File: src/hw/rtl/pcc_pkg.sv
package pcc_pkg;

    localparam int unsigned DIST_W = 16;
    localparam int unsigned RATE_W = 16;
    localparam int unsigned COST_W = 17;
    localparam int unsigned OCC_W = 8;
    localparam int unsigned CFG_DATA_W = 17;
    localparam int unsigned CFG_INDEX_W = 3;

    localparam logic [COST_W-1:0] COST_ONE = 17'd65536;
    localparam logic [COST_W-1:0] COST_NEAR_ONE = 17'd65471;
    localparam logic [OCC_W-1:0] OCC_FREE = 8'd255;

    localparam logic [CFG_INDEX_W-1:0] REG_MIN_OBSTACLE_DISTANCE = 3'd0;
    localparam logic [CFG_INDEX_W-1:0] REG_OBSTACLE_SCALING = 3'd1;
    localparam logic [CFG_INDEX_W-1:0] REG_OPTIMAL_VIEW_DISTANCE = 3'd2;
    localparam logic [CFG_INDEX_W-1:0] REG_VIEW_SCALING = 3'd3;
    localparam logic [CFG_INDEX_W-1:0] REG_CENTER_SCALING = 3'd4;
    localparam logic [CFG_INDEX_W-1:0] REG_OBSTACLE_WEIGHT = 3'd5;
    localparam logic [CFG_INDEX_W-1:0] REG_VIEW_WEIGHT = 3'd6;
    localparam logic [CFG_INDEX_W-1:0] REG_CENTER_WEIGHT = 3'd7;

    typedef struct packed {
        logic [DIST_W-1:0] min_obstacle_distance;
        logic [RATE_W-1:0] obstacle_scaling;
        logic [DIST_W-1:0] optimal_view_distance;
        logic [RATE_W-1:0] view_scaling;
        logic [RATE_W-1:0] center_scaling;
        logic [COST_W-1:0] obstacle_weight;
        logic [COST_W-1:0] view_weight;
        logic [COST_W-1:0] center_weight;
    } cfg_t;

endpackage

File: src/hw/rtl/pcc_cfg_regs.sv
module pcc_cfg_regs (
    input  logic                                clk,
    input  logic                                rst_n,
    input  logic                                wr_en,
    input  logic [pcc_pkg::CFG_INDEX_W-1:0]     wr_index,
    input  logic [pcc_pkg::CFG_DATA_W-1:0]      wr_data,
    output pcc_pkg::cfg_t                       cfg
);

    pcc_pkg::cfg_t cfg_reg;
    pcc_pkg::cfg_t cfg_next;

    always_comb
    begin
        cfg_next = cfg_reg;
        if (wr_en)
        begin
            unique case (wr_index)
                pcc_pkg::REG_MIN_OBSTACLE_DISTANCE: cfg_next.min_obstacle_distance = wr_data[15:0];
                pcc_pkg::REG_OBSTACLE_SCALING:      cfg_next.obstacle_scaling = wr_data[15:0];
                pcc_pkg::REG_OPTIMAL_VIEW_DISTANCE: cfg_next.optimal_view_distance = wr_data[15:0];
                pcc_pkg::REG_VIEW_SCALING:          cfg_next.view_scaling = wr_data[15:0];
                pcc_pkg::REG_CENTER_SCALING:        cfg_next.center_scaling = wr_data[15:0];
                pcc_pkg::REG_OBSTACLE_WEIGHT:       cfg_next.obstacle_weight = wr_data;
                pcc_pkg::REG_VIEW_WEIGHT:           cfg_next.view_weight = wr_data;
                pcc_pkg::REG_CENTER_WEIGHT:         cfg_next.center_weight = wr_data;
                default:                            cfg_next = cfg_reg;
            endcase
        end
    end

    always_ff @(posedge clk or negedge rst_n)
    begin
        if (!rst_n)
        begin
            cfg_reg.min_obstacle_distance <= 16'd0;
            cfg_reg.obstacle_scaling <= 16'd4096;
            cfg_reg.optimal_view_distance <= 16'd256;
            cfg_reg.view_scaling <= 16'd4096;
            cfg_reg.center_scaling <= 16'd4096;
            cfg_reg.obstacle_weight <= 17'd21845;
            cfg_reg.view_weight <= 17'd21845;
            cfg_reg.center_weight <= 17'd21846;
        end
        else
        begin
            cfg_reg <= cfg_next;
        end
    end

    assign cfg = cfg_reg;

endmodule

File: config.mk
export PLATFORM = sky130hd
export DESIGN_NAME = pcc_cfg_regs
export DESIGN_NICKNAME = d
export VERILOG_FILES = /design/src/hw/rtl/pcc_pkg.sv /design/src/hw/rtl/pcc_cfg_regs.sv
export SDC_FILE = /design/constraint.sdc
export NUM_CORES = 1
export LEC_CHECK = 0
export BUFFER_PORTS_ARGS = -buffer_cell sky130_fd_sc_hd__buf_2
export CAP_MARGIN = 30
export CORE_MARGIN = 1.5
export CORE_UTILIZATION = 45
export DETAILED_ROUTE_END_ITERATION = 12
export PLACE_DENSITY = 0.73
export RECOVER_POWER = 50
export SETUP_SLACK_MARGIN = 0.2
export SLEW_MARGIN = 25
export SYNTH_ARGS = -nofsm -noshare
export SYNTH_HDL_FRONTEND = slang
export SYNTH_SLANG_ARGS = --single-unit
File: constraint.sdc
create_clock -name clk -period 1 [get_ports clk]
set_clock_uncertainty 0.15 [all_clocks]
set_input_delay 0.05 -clock clk [delete_from_list [all_inputs] [get_ports clk]]
set_output_delay 0.05 -clock clk [all_outputs]
set_load 0.02 [all_outputs]
After elaboration in Yosys (flattened, before gate mapping)
Cells that the tools add are included.
{"block": "word_totals", "wordCells": 24, "output_inout_bits": 131, "ff_bits": 131}
{"block": "op_classes", "reduce_logical": 9, "n_eq_ne": 7}
{"operator": "$reduce_and A2 Y1", "n": 8}
{"operator": "$eq A3 B3 Y1 const B", "n": 4}
{"operator": "$eq A3 B2 Y1 const B", "n": 2}
{"operator": "$eq A3 B1 Y1 const B", "n": 1}
{"operator": "$logic_not A3 Y1", "n": 1}

Depth between registers and ports, before layout
{"block": "depth", "word_depth": 2, "ltp_mapped": 5, "mapped_depth_nobuf": 2}

Worst setup path after synthesis
Ideal clock, no wire load.
{"block": "synth_path", "kind": "input port to flip-flop", "startpoint": "input port wr_index[0] in the netlist's numbering", "endpoint": "register cfg_reg, in the netlist cfg[121]", "setup_slack_ns": -0.416, "required_ns": 0.725, "path_stages": 4, "setup_time_ns": 0.125, "path_buffers": 2, "t_arrival_ns": 1.141, "path_cell_list": "buf_6 nor4b_4 buf_8 mux2_4"}
{"block": "synth_via", "elab_chain_cells": 2}
{"item": "from (decl)", "line": "pcc_cfg_regs.sv:5", "rtl": "input logic [pcc_pkg::CFG_INDEX_W-1:0] wr_index,"}
{"item": "$logic_not A3 Y1", "line": "pcc_cfg_regs.sv:18", "rtl": "unique case (wr_index)"}
{"item": "$reduce_and A2 Y1 (no source line)"}
{"item": "to (signal assigned)", "line": "pcc_cfg_regs.sv:47", "rtl": "cfg_reg <= cfg_next;"}
{"item": "to (decl)", "line": "pcc_cfg_regs.sv:10", "rtl": "pcc_pkg::cfg_t cfg_reg;"}
No other way between the ends.
A chain may end at the register's enable or synchronous reset.

Final worst setup path
{"block": "layout_path", "startpoint": "register cfg_reg, in the netlist cfg[38]", "endpoint": "output port cfg[38] in the netlist's numbering"}
{"item": "to (decl)", "line": "pcc_cfg_regs.sv:7", "rtl": "output pcc_pkg::cfg_t cfg"}
No word-level cell between the ends.

==> impl_metrics.py <==
metrics = {
    "layout": {
        "nNetsFinal": 591,
        "final_core_util_pct": 84.1,
        "stdcell_area_um2": 9160,
        "area_growth_pct": 81.0,
        "largest_reg_flops": 131,
        "drive_gt1_share_pct": 79.0,
        "diodes": 0,
        "seqCellArea_um2": 3310,
        "nFillCells": 487,
        "multiInputGateArea_um2": 2080,
    },
    "min_path": {
        "hp-start": "wr_data[1]",
        "holdPathStages": 2,
        "min_to": "cfg[84]",
        "hold_path_class": "primary input to flip-flop",
    },
    "logic_synthesis": {
        "synth.most_common_cell": "mux2_2",
        "netlist_instances": 285,
        "synthArstFlopShare_pct": 100,
        "syn_avg_cell_area_um2": 17.7,
        "yosys.area.top_type": "dfrtp_1",
        "synth_common_cells": "mux2_2, dfrtp_1, dfstp_2",
        "synth-main-ff-cell": "dfrtp_1",
        "synthDistinctLibCells": 12,
        "syn_nets": 308,
        "yosys_warnings": 0,
        "synth_area_leaders": "dfrtp_1, mux2_2, dfstp_2",
        "netlist_area_um2": 5060,
        "yosysSeqAreaShare_pct": 65.5,
        "synth_top_area_share_pct": 51.0,
        "ys_ff_latch": 131,
        "synth_edf_count": 0,
    },
    "outcome": {
        "failed_checks": "hold timing, setup timing",
        "status": "finished, violations left",
    },
    "worst_setup_path": {
        "path_max_fanout": 2,
        "r2r_slack_ns": -0.21,
        "crit_family": "flip-flops",
        "r2r_start": "cfg[109]",
        "crit_type": "flip-flop to output port",
        "cp.arrival_ns": 1.19,
        "path_cells": "buf_6",
        "cp.required_ns": 0.80,
        "slowest_stage": "dfstp_2",
        "critical_path_buf_inv_count": 1,
        "rr_worst_depth": 3,
        "crit_path_start_kind": "flip-flop",
        "cp-end-kind": "output port",
        "r2r_end": "cfg[109]",
        "cp_slowest_stage_delay_ns": 0.56,
    },
    "power": {
        "leakagePower_uw": 0.00453,
        "power_density_nw_per_um2": 2400,
        "p_comb_share_pct": 37.3,
        "ir_drop_mv": 1.65,
        "power.internal_uw": 15300,
        "switching_share_pct": 30.3,
        "power_frac_clock_pct": 27.4,
        "p_sw_uw": 6670,
        "finalPower_uw": 22000,
        "sequentialPowerShare_pct": 35.3,
    },
    "die": {
        "start_util_pct": 46.5,
        "fp.dieW_um": 109,
        "io_pins": 154,
        "die_height_um": 109,
        "core.rowCount": 38,
        "core_um2": 10900,
        "die_area_um2": 11900,
    },
    "clock_tree": {
        "cts_tree": "built",
        "h-tree-depth": 4,
        "cts_buffer_depth": 2,
        "cts-root-buf": "clkbuf_8",
        "clk_latency_ns": 0.50,
        "path_clk_slew_ns": 0.07,
        "cts.sinks": 131,
        "cts_buffers": 17,
        "ctsHoldBuffers": 17,
    },
    "placement": {
        "place_area_um2": 6430,
        "dp_hpwl_um": 8150,
        "gp_congestion": 0.730,
        "io_buffers": 153,
    },
    "route": {
        "first_pass_iters": 6,
        "ant_nets": 0,
        "routed_via_density": 5.06,
        "post-route-drc-count": 0,
        "route.detailed.wl_per_inst_um": 22.9,
        "drt_iter0_markers": 105,
        "vias": 3651,
        "drt-total-wl_um": 16500,
    },
    "sta": {
        "hold_violations": 52,
        "setup_ws_ns": -0.389,
        "min_period_over_period_pct": 139,
        "setup_violations": 192,
        "max_slew_margin_pct": 54.3,
        "setup_tns_ns": -41.27,
        "slew_violations": 0,
        "worst_slew_pin_slew_ns": 0.685,
        "rsz0062_at_grt": "true",
        "period_needed_ns": 1.39,
        "holdWs_ns": -0.198,
        "fmax_mhz": 720,
    },
    "global_route": {
        "grt_pass1_vias": 3802,
        "grt_first_pass_wirelength_um": 22600,
        "grt_usage_pct": 26.3,
        "globalRoute.totalOverflow": 0,
        "antenna_found_initial": 0,
        "grt_max_degree": 53,
    },
    "run": {
        "cap_violations": 0,
    },
}
[logic make-up (layout without fill, tap and decap cells)]
group,after synthesis,in the layout,synth area share (%)
mux,131,131,29.9
flops,131,131,65.5
buf+inv,15,311,2.40
simple gates,8,8,2.20
[metal layers]
metal | part of all wire [%] | wire [um] | GRT usage [%] | up-vias
li1 | - | - | - | 1589
met1 | 41 | 6810 | 34.2 | 1898
met2 | 51 | 8480 | 42.0 | 146
met3 | 6.1 | 1010 | 8.61 | 18
met4 | 1.4 | 228 | 7.61 | 0
met5 | 0 | 0 | 0 | -
[power by group through the flow]
stage	Sequential [uW]	Clock (uW)	Combinational [uW]
detailed placement	7390	0	4700
floorplan	8800	0	1470
CTS	7620	6000	7140
global route	7870	6350	8580
global placement	7330	0	4610
finish	7780	6020	8210
[layout by cell type, fill, tap and decap left out, drive strengths merged]
cell type    Yosys  final
buf             15    260
bufinv           0      2
clkbuf           0     22
clkinv           0      6
clkinvlp         0      3
dfrtp          103    103
dfstp           28     28
dlygate4sd3      0     17
inv              0      1
mux2           131    131
nand4            1      1
nand4b           3      3
nor4b            1      1
nor4bb           3      3
[area by class of cell]
type	count	area share, %
multi-input cells	139	22.8
flip-flops and latches	131	36.2
clock inverters	12	1.45
clock buffers	20	4.76
well taps	140	1.91
repair buffers	279	32.9
[stage by stage]
step           instances  hold slack [ns]  worst slack [ns]
3_5_place_dp         583          -0.0597            -0.466
2_1_floorplan        285           -0.396            -0.412
3_3_place_gp         583          -0.0610            -0.440
5_1_grt              721           -0.218            -0.432
4_1_cts              679           -0.230            -0.386
6_report             721           -0.198            -0.389
[what timing repair did]
action	in CTS	in global routing
hold endpoints to repair	262	129
gates cloned	1	0
setup buffers	46	42
endpoints found under the setup margin	262	262
gates resized for setup	336	67
pin swaps	1	1
[worst max path at each step]
stage | start | endpoint | cells past startpoint
floorplan | wr_index[1] | cfg[121] | 4
global placement | wr_index[1] | cfg[86] | 4
detailed placement | wr_index[1] | cfg[90] | 4
CTS | cfg[63] | cfg[63] | 1
global route | cfg[8] | cfg[8] | 1
finish | cfg[38] | cfg[38] | 1
Power figures use the tool's default switching activity.
