<file path="src/hw/rtl/pcc_pkg.sv">
package pcc_pkg;

    localparam int unsigned DIST_W = 16;
    localparam int unsigned RATE_W = 16;
    localparam int unsigned COST_W = 17;
    localparam int unsigned OCC_W = 8;
    localparam int unsigned CFG_DATA_W = 17;
    localparam int unsigned CFG_INDEX_W = 3;

    localparam logic [COST_W-1:0] COST_ONE = 17'd65536;
    localparam logic [COST_W-1:0] COST_NEAR_ONE = 17'd65471;
    localparam logic [OCC_W-1:0] OCC_FREE = 8'd255;

    localparam logic [CFG_INDEX_W-1:0] REG_MIN_OBSTACLE_DISTANCE = 3'd0;
    localparam logic [CFG_INDEX_W-1:0] REG_OBSTACLE_SCALING = 3'd1;
    localparam logic [CFG_INDEX_W-1:0] REG_OPTIMAL_VIEW_DISTANCE = 3'd2;
    localparam logic [CFG_INDEX_W-1:0] REG_VIEW_SCALING = 3'd3;
    localparam logic [CFG_INDEX_W-1:0] REG_CENTER_SCALING = 3'd4;
    localparam logic [CFG_INDEX_W-1:0] REG_OBSTACLE_WEIGHT = 3'd5;
    localparam logic [CFG_INDEX_W-1:0] REG_VIEW_WEIGHT = 3'd6;
    localparam logic [CFG_INDEX_W-1:0] REG_CENTER_WEIGHT = 3'd7;

    typedef struct packed {
        logic [DIST_W-1:0] min_obstacle_distance;
        logic [RATE_W-1:0] obstacle_scaling;
        logic [DIST_W-1:0] optimal_view_distance;
        logic [RATE_W-1:0] view_scaling;
        logic [RATE_W-1:0] center_scaling;
        logic [COST_W-1:0] obstacle_weight;
        logic [COST_W-1:0] view_weight;
        logic [COST_W-1:0] center_weight;
    } cfg_t;

endpackage

</file>
<file path="src/hw/rtl/pcc_mix.sv">
module pcc_mix (
    input  logic                            clk,
    input  logic                            en,
    input  pcc_pkg::cfg_t                   cfg,
    input  logic [pcc_pkg::COST_W-1:0]      o_in,
    input  logic [pcc_pkg::COST_W-1:0]      v_in,
    input  logic [pcc_pkg::COST_W-1:0]      c_in,
    output logic [pcc_pkg::COST_W-1:0]      o_out,
    output logic [pcc_pkg::COST_W-1:0]      v_out,
    output logic [pcc_pkg::COST_W-1:0]      c_out,
    output logic [pcc_pkg::COST_W-1:0]      comb_out,
    output logic [pcc_pkg::COST_W-1:0]      prob_out
);

    localparam int unsigned W = pcc_pkg::COST_W;

    logic [W-1:0] o5_reg, v5_reg, c5_reg;
    logic [2*W-1:0] wo_reg, wv_reg, wc_reg;
    logic [2*W-1:0] cpvp_reg;
    logic near5_reg;

    logic [W-1:0] o6_reg, v6_reg, c6_reg, comb6_reg, s6_reg, inv6_reg;
    logic [2*W+1:0] sum_next;
    logic [2*W-15:0] comb_next;
    logic [W:0] s_next;
    logic [W-1:0] cp6, vp6;

    logic [W-1:0] o7_reg, v7_reg, c7_reg, comb7_reg;
    logic [2*W-1:0] p7_reg;
    logic [2*W:0] p_round;

    logic [W-1:0] o8_reg, v8_reg, c8_reg, comb8_reg, p8_reg;

    assign sum_next = (2*W+2)'(wo_reg) + (2*W+2)'(wv_reg) + (2*W+2)'(wc_reg) + (2*W+2)'(32768);
    assign comb_next = sum_next[2*W+1:16];
    assign cp6 = pcc_pkg::COST_ONE - c5_reg;
    assign vp6 = pcc_pkg::COST_ONE - v5_reg;
    assign s_next = (W+1)'(cp6) + (W+1)'(vp6)
                    - (W+1)'(((2*W+1)'(cpvp_reg) + (2*W+1)'(32768)) >> 16);
    assign p_round = ((2*W+1)'(p7_reg) + (2*W+1)'(32768)) >> 16;

    always_ff @(posedge clk)
    begin
        if (en)
        begin
            o5_reg <= o_in;
            v5_reg <= v_in;
            c5_reg <= c_in;
            wo_reg <= (2*W)'(cfg.obstacle_weight) * (2*W)'(o_in);
            wv_reg <= (2*W)'(cfg.view_weight) * (2*W)'(v_in);
            wc_reg <= (2*W)'(cfg.center_weight) * (2*W)'(c_in);
            cpvp_reg <= (2*W)'(pcc_pkg::COST_ONE - c_in) * (2*W)'(pcc_pkg::COST_ONE - v_in);
            near5_reg <= (o_in >= pcc_pkg::COST_NEAR_ONE);

            o6_reg <= o5_reg;
            v6_reg <= v5_reg;
            c6_reg <= c5_reg;
            if (near5_reg || (comb_next > (2*W-14)'(pcc_pkg::COST_ONE)))
                comb6_reg <= pcc_pkg::COST_ONE;
            else
                comb6_reg <= comb_next[W-1:0];
            s6_reg <= s_next[W-1:0];
            inv6_reg <= pcc_pkg::COST_ONE - o5_reg;

            o7_reg <= o6_reg;
            v7_reg <= v6_reg;
            c7_reg <= c6_reg;
            comb7_reg <= comb6_reg;
            p7_reg <= (2*W)'(inv6_reg) * (2*W)'(s6_reg);

            o8_reg <= o7_reg;
            v8_reg <= v7_reg;
            c8_reg <= c7_reg;
            comb8_reg <= comb7_reg;
            if (p_round > (2*W+1)'(pcc_pkg::COST_ONE))
                p8_reg <= pcc_pkg::COST_ONE;
            else
                p8_reg <= p_round[W-1:0];
        end
    end

    assign o_out = o8_reg;
    assign v_out = v8_reg;
    assign c_out = c8_reg;
    assign comb_out = comb8_reg;
    assign prob_out = p8_reg;

endmodule

</file>
<file path="config.mk">
export PLATFORM = sky130hd
export DESIGN_NAME = pcc_mix
export DESIGN_NICKNAME = d
export VERILOG_FILES = /design/src/hw/rtl/pcc_pkg.sv /design/src/hw/rtl/pcc_mix.sv
export SDC_FILE = /design/constraint.sdc
export NUM_CORES = 2
export LEC_CHECK = 0
export ABC_AREA = 1
export BUFFER_PORTS_ARGS = -buffer_cell sky130_fd_sc_hd__buf_2
export CORE_ASPECT_RATIO = 1.25
export CORE_MARGIN = 5
export CORE_UTILIZATION = 60
export CTS_BUF_LIST = sky130_fd_sc_hd__clkbuf_8 sky130_fd_sc_hd__clkbuf_16
export CTS_CLUSTER_DIAMETER = 30
export DETAILED_ROUTE_END_ITERATION = 10
export GPL_TIMING_DRIVEN = 0
export HOLD_SLACK_MARGIN = 0.12
export PLACE_DENSITY = 0.9
export REMOVE_ABC_BUFFERS = 1
export SYNTH_ARGS = -nofsm -noshare
export SYNTH_HDL_FRONTEND = slang
export SYNTH_SLANG_ARGS = --single-unit
</file>
<file path="constraint.sdc">
create_clock -name clk -period 9.4 [get_ports clk]
set_input_delay 0.94 -clock clk [delete_from_list [all_inputs] [get_ports clk]]
set_output_delay 0.94 -clock clk [all_outputs]
set_load 0.05 [all_outputs]
</file>
**Yosys cells after proc, flatten, opt, wreduce, memory -nomap -nowiden**

Cells that the tools add are included.

- Flip-flop bits (word level): 476
- Input port bits: 184
- Output and inout port bits: 85
- Word-level logic and storage cells: 45

- Add/sub/neg operators: 12
- Multiply operators: 5
- Magnitude comparators: 3
- Reductions and logical operators: 1

Operators by type and width:

| kind | number |
|---|---|
| 17-bit by 17-bit multiplier with 34-bit output | 4 |
| 17-bit subtractor (first input constant) | 3 |
| 35-bit by 34-bit adder with 36-bit output | 1 |
| 36-bit by 16-bit adder with 36-bit output (second input constant) | 1 |
| 17-bit by 17-bit subtractor with 18-bit output (first input constant) | 2 |
| 34-bit by 16-bit adder with 35-bit output (second input constant) | 1 |
| 34-bit by 34-bit adder with 35-bit output | 1 |
| 33-bit by 16-bit adder with 33-bit output (second input constant) | 1 |
| 18-bit by 18-bit multiplier with 33-bit output | 1 |
| 20-bit by 17-bit > comparator with 1-bit output (second input constant) | 1 |
| 19-bit by 17-bit > comparator with 1-bit output (second input constant) | 1 |
| 17-bit adder | 1 |
| 17-bit by 16-bit greater-or-equal comparator with 1-bit output (second input constant) | 1 |
| 17-bit subtractor | 1 |
| 1-bit logical OR | 1 |

**Depth between registers and ports, before layout**

- Word-level depth: 5
- Mapped depth: 36
- Mapped depth without buffers: 34

**Worst setup path after synthesis**

No wires, ideal clock.

- Path type: input-to-reg
- From: input c_in[0] in the netlist's numbering
- To: register cpvp_reg[32], data pin
- Setup time: 0.252 ns
- Arrival time: 7.384 ns
- Required time: 9.148 ns
- Setup slack: 1.764 ns
- Stages on the path: 33
- Buffers on the path: 2
- Cells stage by stage: inv_1 > clkbuf_1 > ha_1 > nand2_1 > nor2_1 > inv_1 > nor2_1 > nand2_1 > nor2_1 > nand3_1 > xor2_1 > clkbuf_1 > nand2_1 > fa_1 > inv_1 > fa_1 > inv_1 > fa_1 > inv_1 > fa_1 > fa_1 > inv_1 > fa_1 > inv_1 > ha_1 > a21oi_1 > nor2_1 > o21ai_0 > a21oi_1 > a2111oi_0 > nand2_1 > nand3_1 > nand2_1

- Longest elaborated chain between the ends: 2

RTL lines:

| what | line | text |
|---|---|---|
| start: declaration | pcc_mix.sv:7 | `input logic [pcc_pkg::COST_W-1:0] c_in,` |
| 17-bit by 17-bit subtractor with 18-bit output | pcc_mix.sv:52 | `cpvp_reg <= (2*W)'(pcc_pkg::COST_ONE - c_in) * (2*W)'(pcc_pkg::COST_ONE - v_in);` |
| 18-bit by 18-bit multiplier with 33-bit output | pcc_mix.sv:52 |  |
| end signal: assignment | pcc_mix.sv:52 |  |
| end: declaration | pcc_mix.sv:19 | `logic [2*W-1:0] cpvp_reg;` |

No other way between the ends.
A chain may end at the register's enable or synchronous reset.

**Worst setup path in the final report**

- From: input c_in[0] in the netlist's numbering
- To: register cpvp_reg[29], data pin

Same word-level chain as after synthesis.

==> reports/summary.txt <==
Placed Cells: 9239
R2r endpoint: p7_reg[30]$_DFFE_PP_
Crit path capture type: flip-flop
Post-synth EDFFs: 445
Vias in the first global route: 58470
CTS Buffer Depth: 3
Synthesized cell area: 69250 sq um
Final Hold Viols: 0
Boundary Pins: 269
RSZ-0062 raised after global routing: false
CTS resizes: 0
Tcrit/Tclk final: 0.9587
Max cap viols: 0
CTS tree: built
Detailed placement HPWL: 138900 microns
Initial antenna violation count: 9
Warning count from the yosys run: 0
Final cell count without fillers: 9379
Crit path DAT: 9.37 ns
Clk_lat worst skew: 0.66 ns
Gr busiest metal: met2
Relative slew slack: 0.06082
Synth top area share: 0.3608
Layout cells sized above 1: 0.04424
RePlAce Congestion: 0.9797
Netlist cell types: 47
Sequential share of the synthesized area: 0.1930
Final wirelength: 177800 microns
Initial Util: 0.6033
Asr flop ratio synth: 0
Post-DRT Antenna Nets: 0
Max Clk Rate: 111.0 MHz
Mapped Avg Cell Area: 8.792 sq um
DR iter-0 viols: 4797
Number of synthesized register bits: 445
Wire length per cell: 18.96 microns
CP Launch Type: input port
Hold buffer count at CTS: 0
Global Route Usage Sum: 0.2962
CTS buffer count: 72
FILL cells: 8519
First drt pass iteration count: 7
M3 GR Usage: 0.07000
Rows: 139
Status: finished clean
Synth area leaders: fa_1 36%, edfxtp_1 19%, inv_1 12%
R2R depth: 21
Largest net degree at the start of global routing: 116
R2R setup slack: 2.60 ns
Reg area: 13360 sq um
DIE AREA: 122300 sq um
Worst hold path type: flip-flop to flip-flop
Critical-path top delay cell: xor2_1
Worst R2R Start: inv6_reg[13]$_DFFE_PP_
Met1 usage in global routing: 0.3376
Setup violators final: 0
Crit Path Category: input port to flip-flop
Synth Flop Type: edfxtp_1
Slowest cell delay on critical path: 0.70 ns
CTS clk-pin slew, worst paths: 0.05 ns
Cell depth of the worst hold path: 0
Root Buffer: clkbuf_16
Final worst path period need: 9.011 ns
Core ar.: 114800 sq um
Chip height: 389.8 microns
GRT Residual Overflow: 0
Vias post-DR: 52970
Cell type with the largest total area after synthesis: fa_1
Most used cell, CP: nand2_1
First-pass GRT wire length: 289700 microns
Cells after Synth: 7876
WP data required: 9.76 ns
Crit-path max FO: 22
Clock Skew: 0.04013 ns
Final slew viol count: 0
Die W: 313.9 microns
Area growth from synthesis to layout: 6.001%
Area occupied by multi-input gates: 46680 sq um
CTS H-tree depth: 3
Post-CTS setup buffers: 0
M2 GR Usage: 0.5037
IO Port Bufs: 188
Vias/cell: 5.648
Min-delay src: o7_reg[16]$_DFFE_PP_
DRC errors left: 0
Hold endpoint: o_out[16]$_DFFE_PP_
Fin nets: 9882
Clk sinks: 445
Worst-margin pin slew: 1.404 ns
==> cell families after synthesis <==
logic type,count (synthesis),synth area share
and+or+nand+nor,2495,0.1419
buffers and inverters,2443,0.1332
adders and majority gates,1864,0.4721
DFF,445,0.1930
AOI/OAI and AO/OA,416,0.03294
xor gates and xnor gates,213,0.02694
==> area by class of cell <==
type | instances | share of cell area
multi-input combinational | 4988 | 0.6360
sequential | 445 | 0.1821
inverter | 2133 | 0.1091
tap | 1480 | 0.02523
clock buffer | 73 | 0.02489
timing repair buffer | 194 | 0.01449
clock inverter | 56 | 0.007892
antenna | 10 | 0.0003409
==> Yosys cell counts, types with 3 or more instances <==
cell type and count:
clkbuf_1 260, o21a_1 8, o21ai_0 104, o221ai_1 4, buf_4 3, buf_2 13
inv_2 5, a21boi_0 16, buf_6 3, ha_1 616, nor3_1 40, a21oi_1 226
fa_1 1248, nand3_1 116, edfxtp_1 445, nand3b_1 9, clkinv_1 3, o211ai_1 5
buf_1 31, nor2_1 309, o21ai_1 4, and3_1 7, and2_1 3, xnor2_1 65
a211oi_1 3, or2_2 4, a31oi_1 14, nor4_1 13, xor2_1 148, nand2_2 10
o21bai_1 17, nand4_1 32, a21o_1 10, nor2_2 8, nand2_1 1937, inv_1 2125
==> stage by stage <==
step                hold WS, ns  setup TNS (ns)  worst slack, ns  instance area [sq um]    util
global placement         0.4005          -1.420          -0.3297                  70820  0.6170
floorplan                0.4003               0            1.855                  68030       -
finish                   0.3943               0           0.3886                  73400  0.6395
detailed placement       0.4045               0          0.02696                  70950  0.6181
CTS                      0.3899               0           0.6139                  73360  0.6391
global route             0.3974               0           0.1575                  73390  0.6394
==> worst max path at each step <==
stage | from | endpoint | slack (ns) | cells after the start
finish | c_in[0] | cpvp_reg[29]$_DFFE_PP_ | 0.39 | 33
global route | c_in[0] | cpvp_reg[29]$_DFFE_PP_ | 0.16 | 33
detailed placement | v_in[0] | cpvp_reg[32]$_DFFE_PP_ | 0.03 | 27
CTS | v_in[0] | cpvp_reg[32]$_DFFE_PP_ | 0.61 | 27
floorplan | c_in[0] | cpvp_reg[32]$_DFFE_PP_ | 1.86 | 31
global placement | c_in[0] | cpvp_reg[32]$_DFFE_PP_ | -0.33 | 32
==> layout by cell type (no fill, tap or decap), drive strengths merged, types with 3 or more instances in the layout <==
cell type,instances
clkinvlp,8
o21a,8
o211ai,5
inv,2144
nand4,32
nand3b,9
nor3,42
nand2,1947
a211oi,3
and3,7
ha,616
xor2,148
and2,5
a21boi,16
bufinv,4
a21o,10
o221ai,4
edfxtp,445
fa,1248
nand3,116
or2,4
nor2,318
buf,194
a21oi,226
diode,10
xnor2,65
clkinv,33
nor4,14
clkbuf,73
o21ai,109
a31oi,14
o21bai,17
==> metal layers <==
metal / vias to the layer above / share of wire
li1: 23040 / -
met1: 25690 / 0.33
met2: 3266 / 0.49
met3: 979 / 0.11
met4: 2 / 0.075
met5: - / 0.000073
==> critical path, delay by kind of cell <==
family	cells	cell delay, ns
simple gates	13	1.39
xor+xnor	1	0.70
buf+inv	7	1.58
fa+ha+maj	8	3.88
compound gates	4	0.86
Power is not shown: default switching activity piles up to over one toggle a cycle in this logic, so the estimate is an artifact.
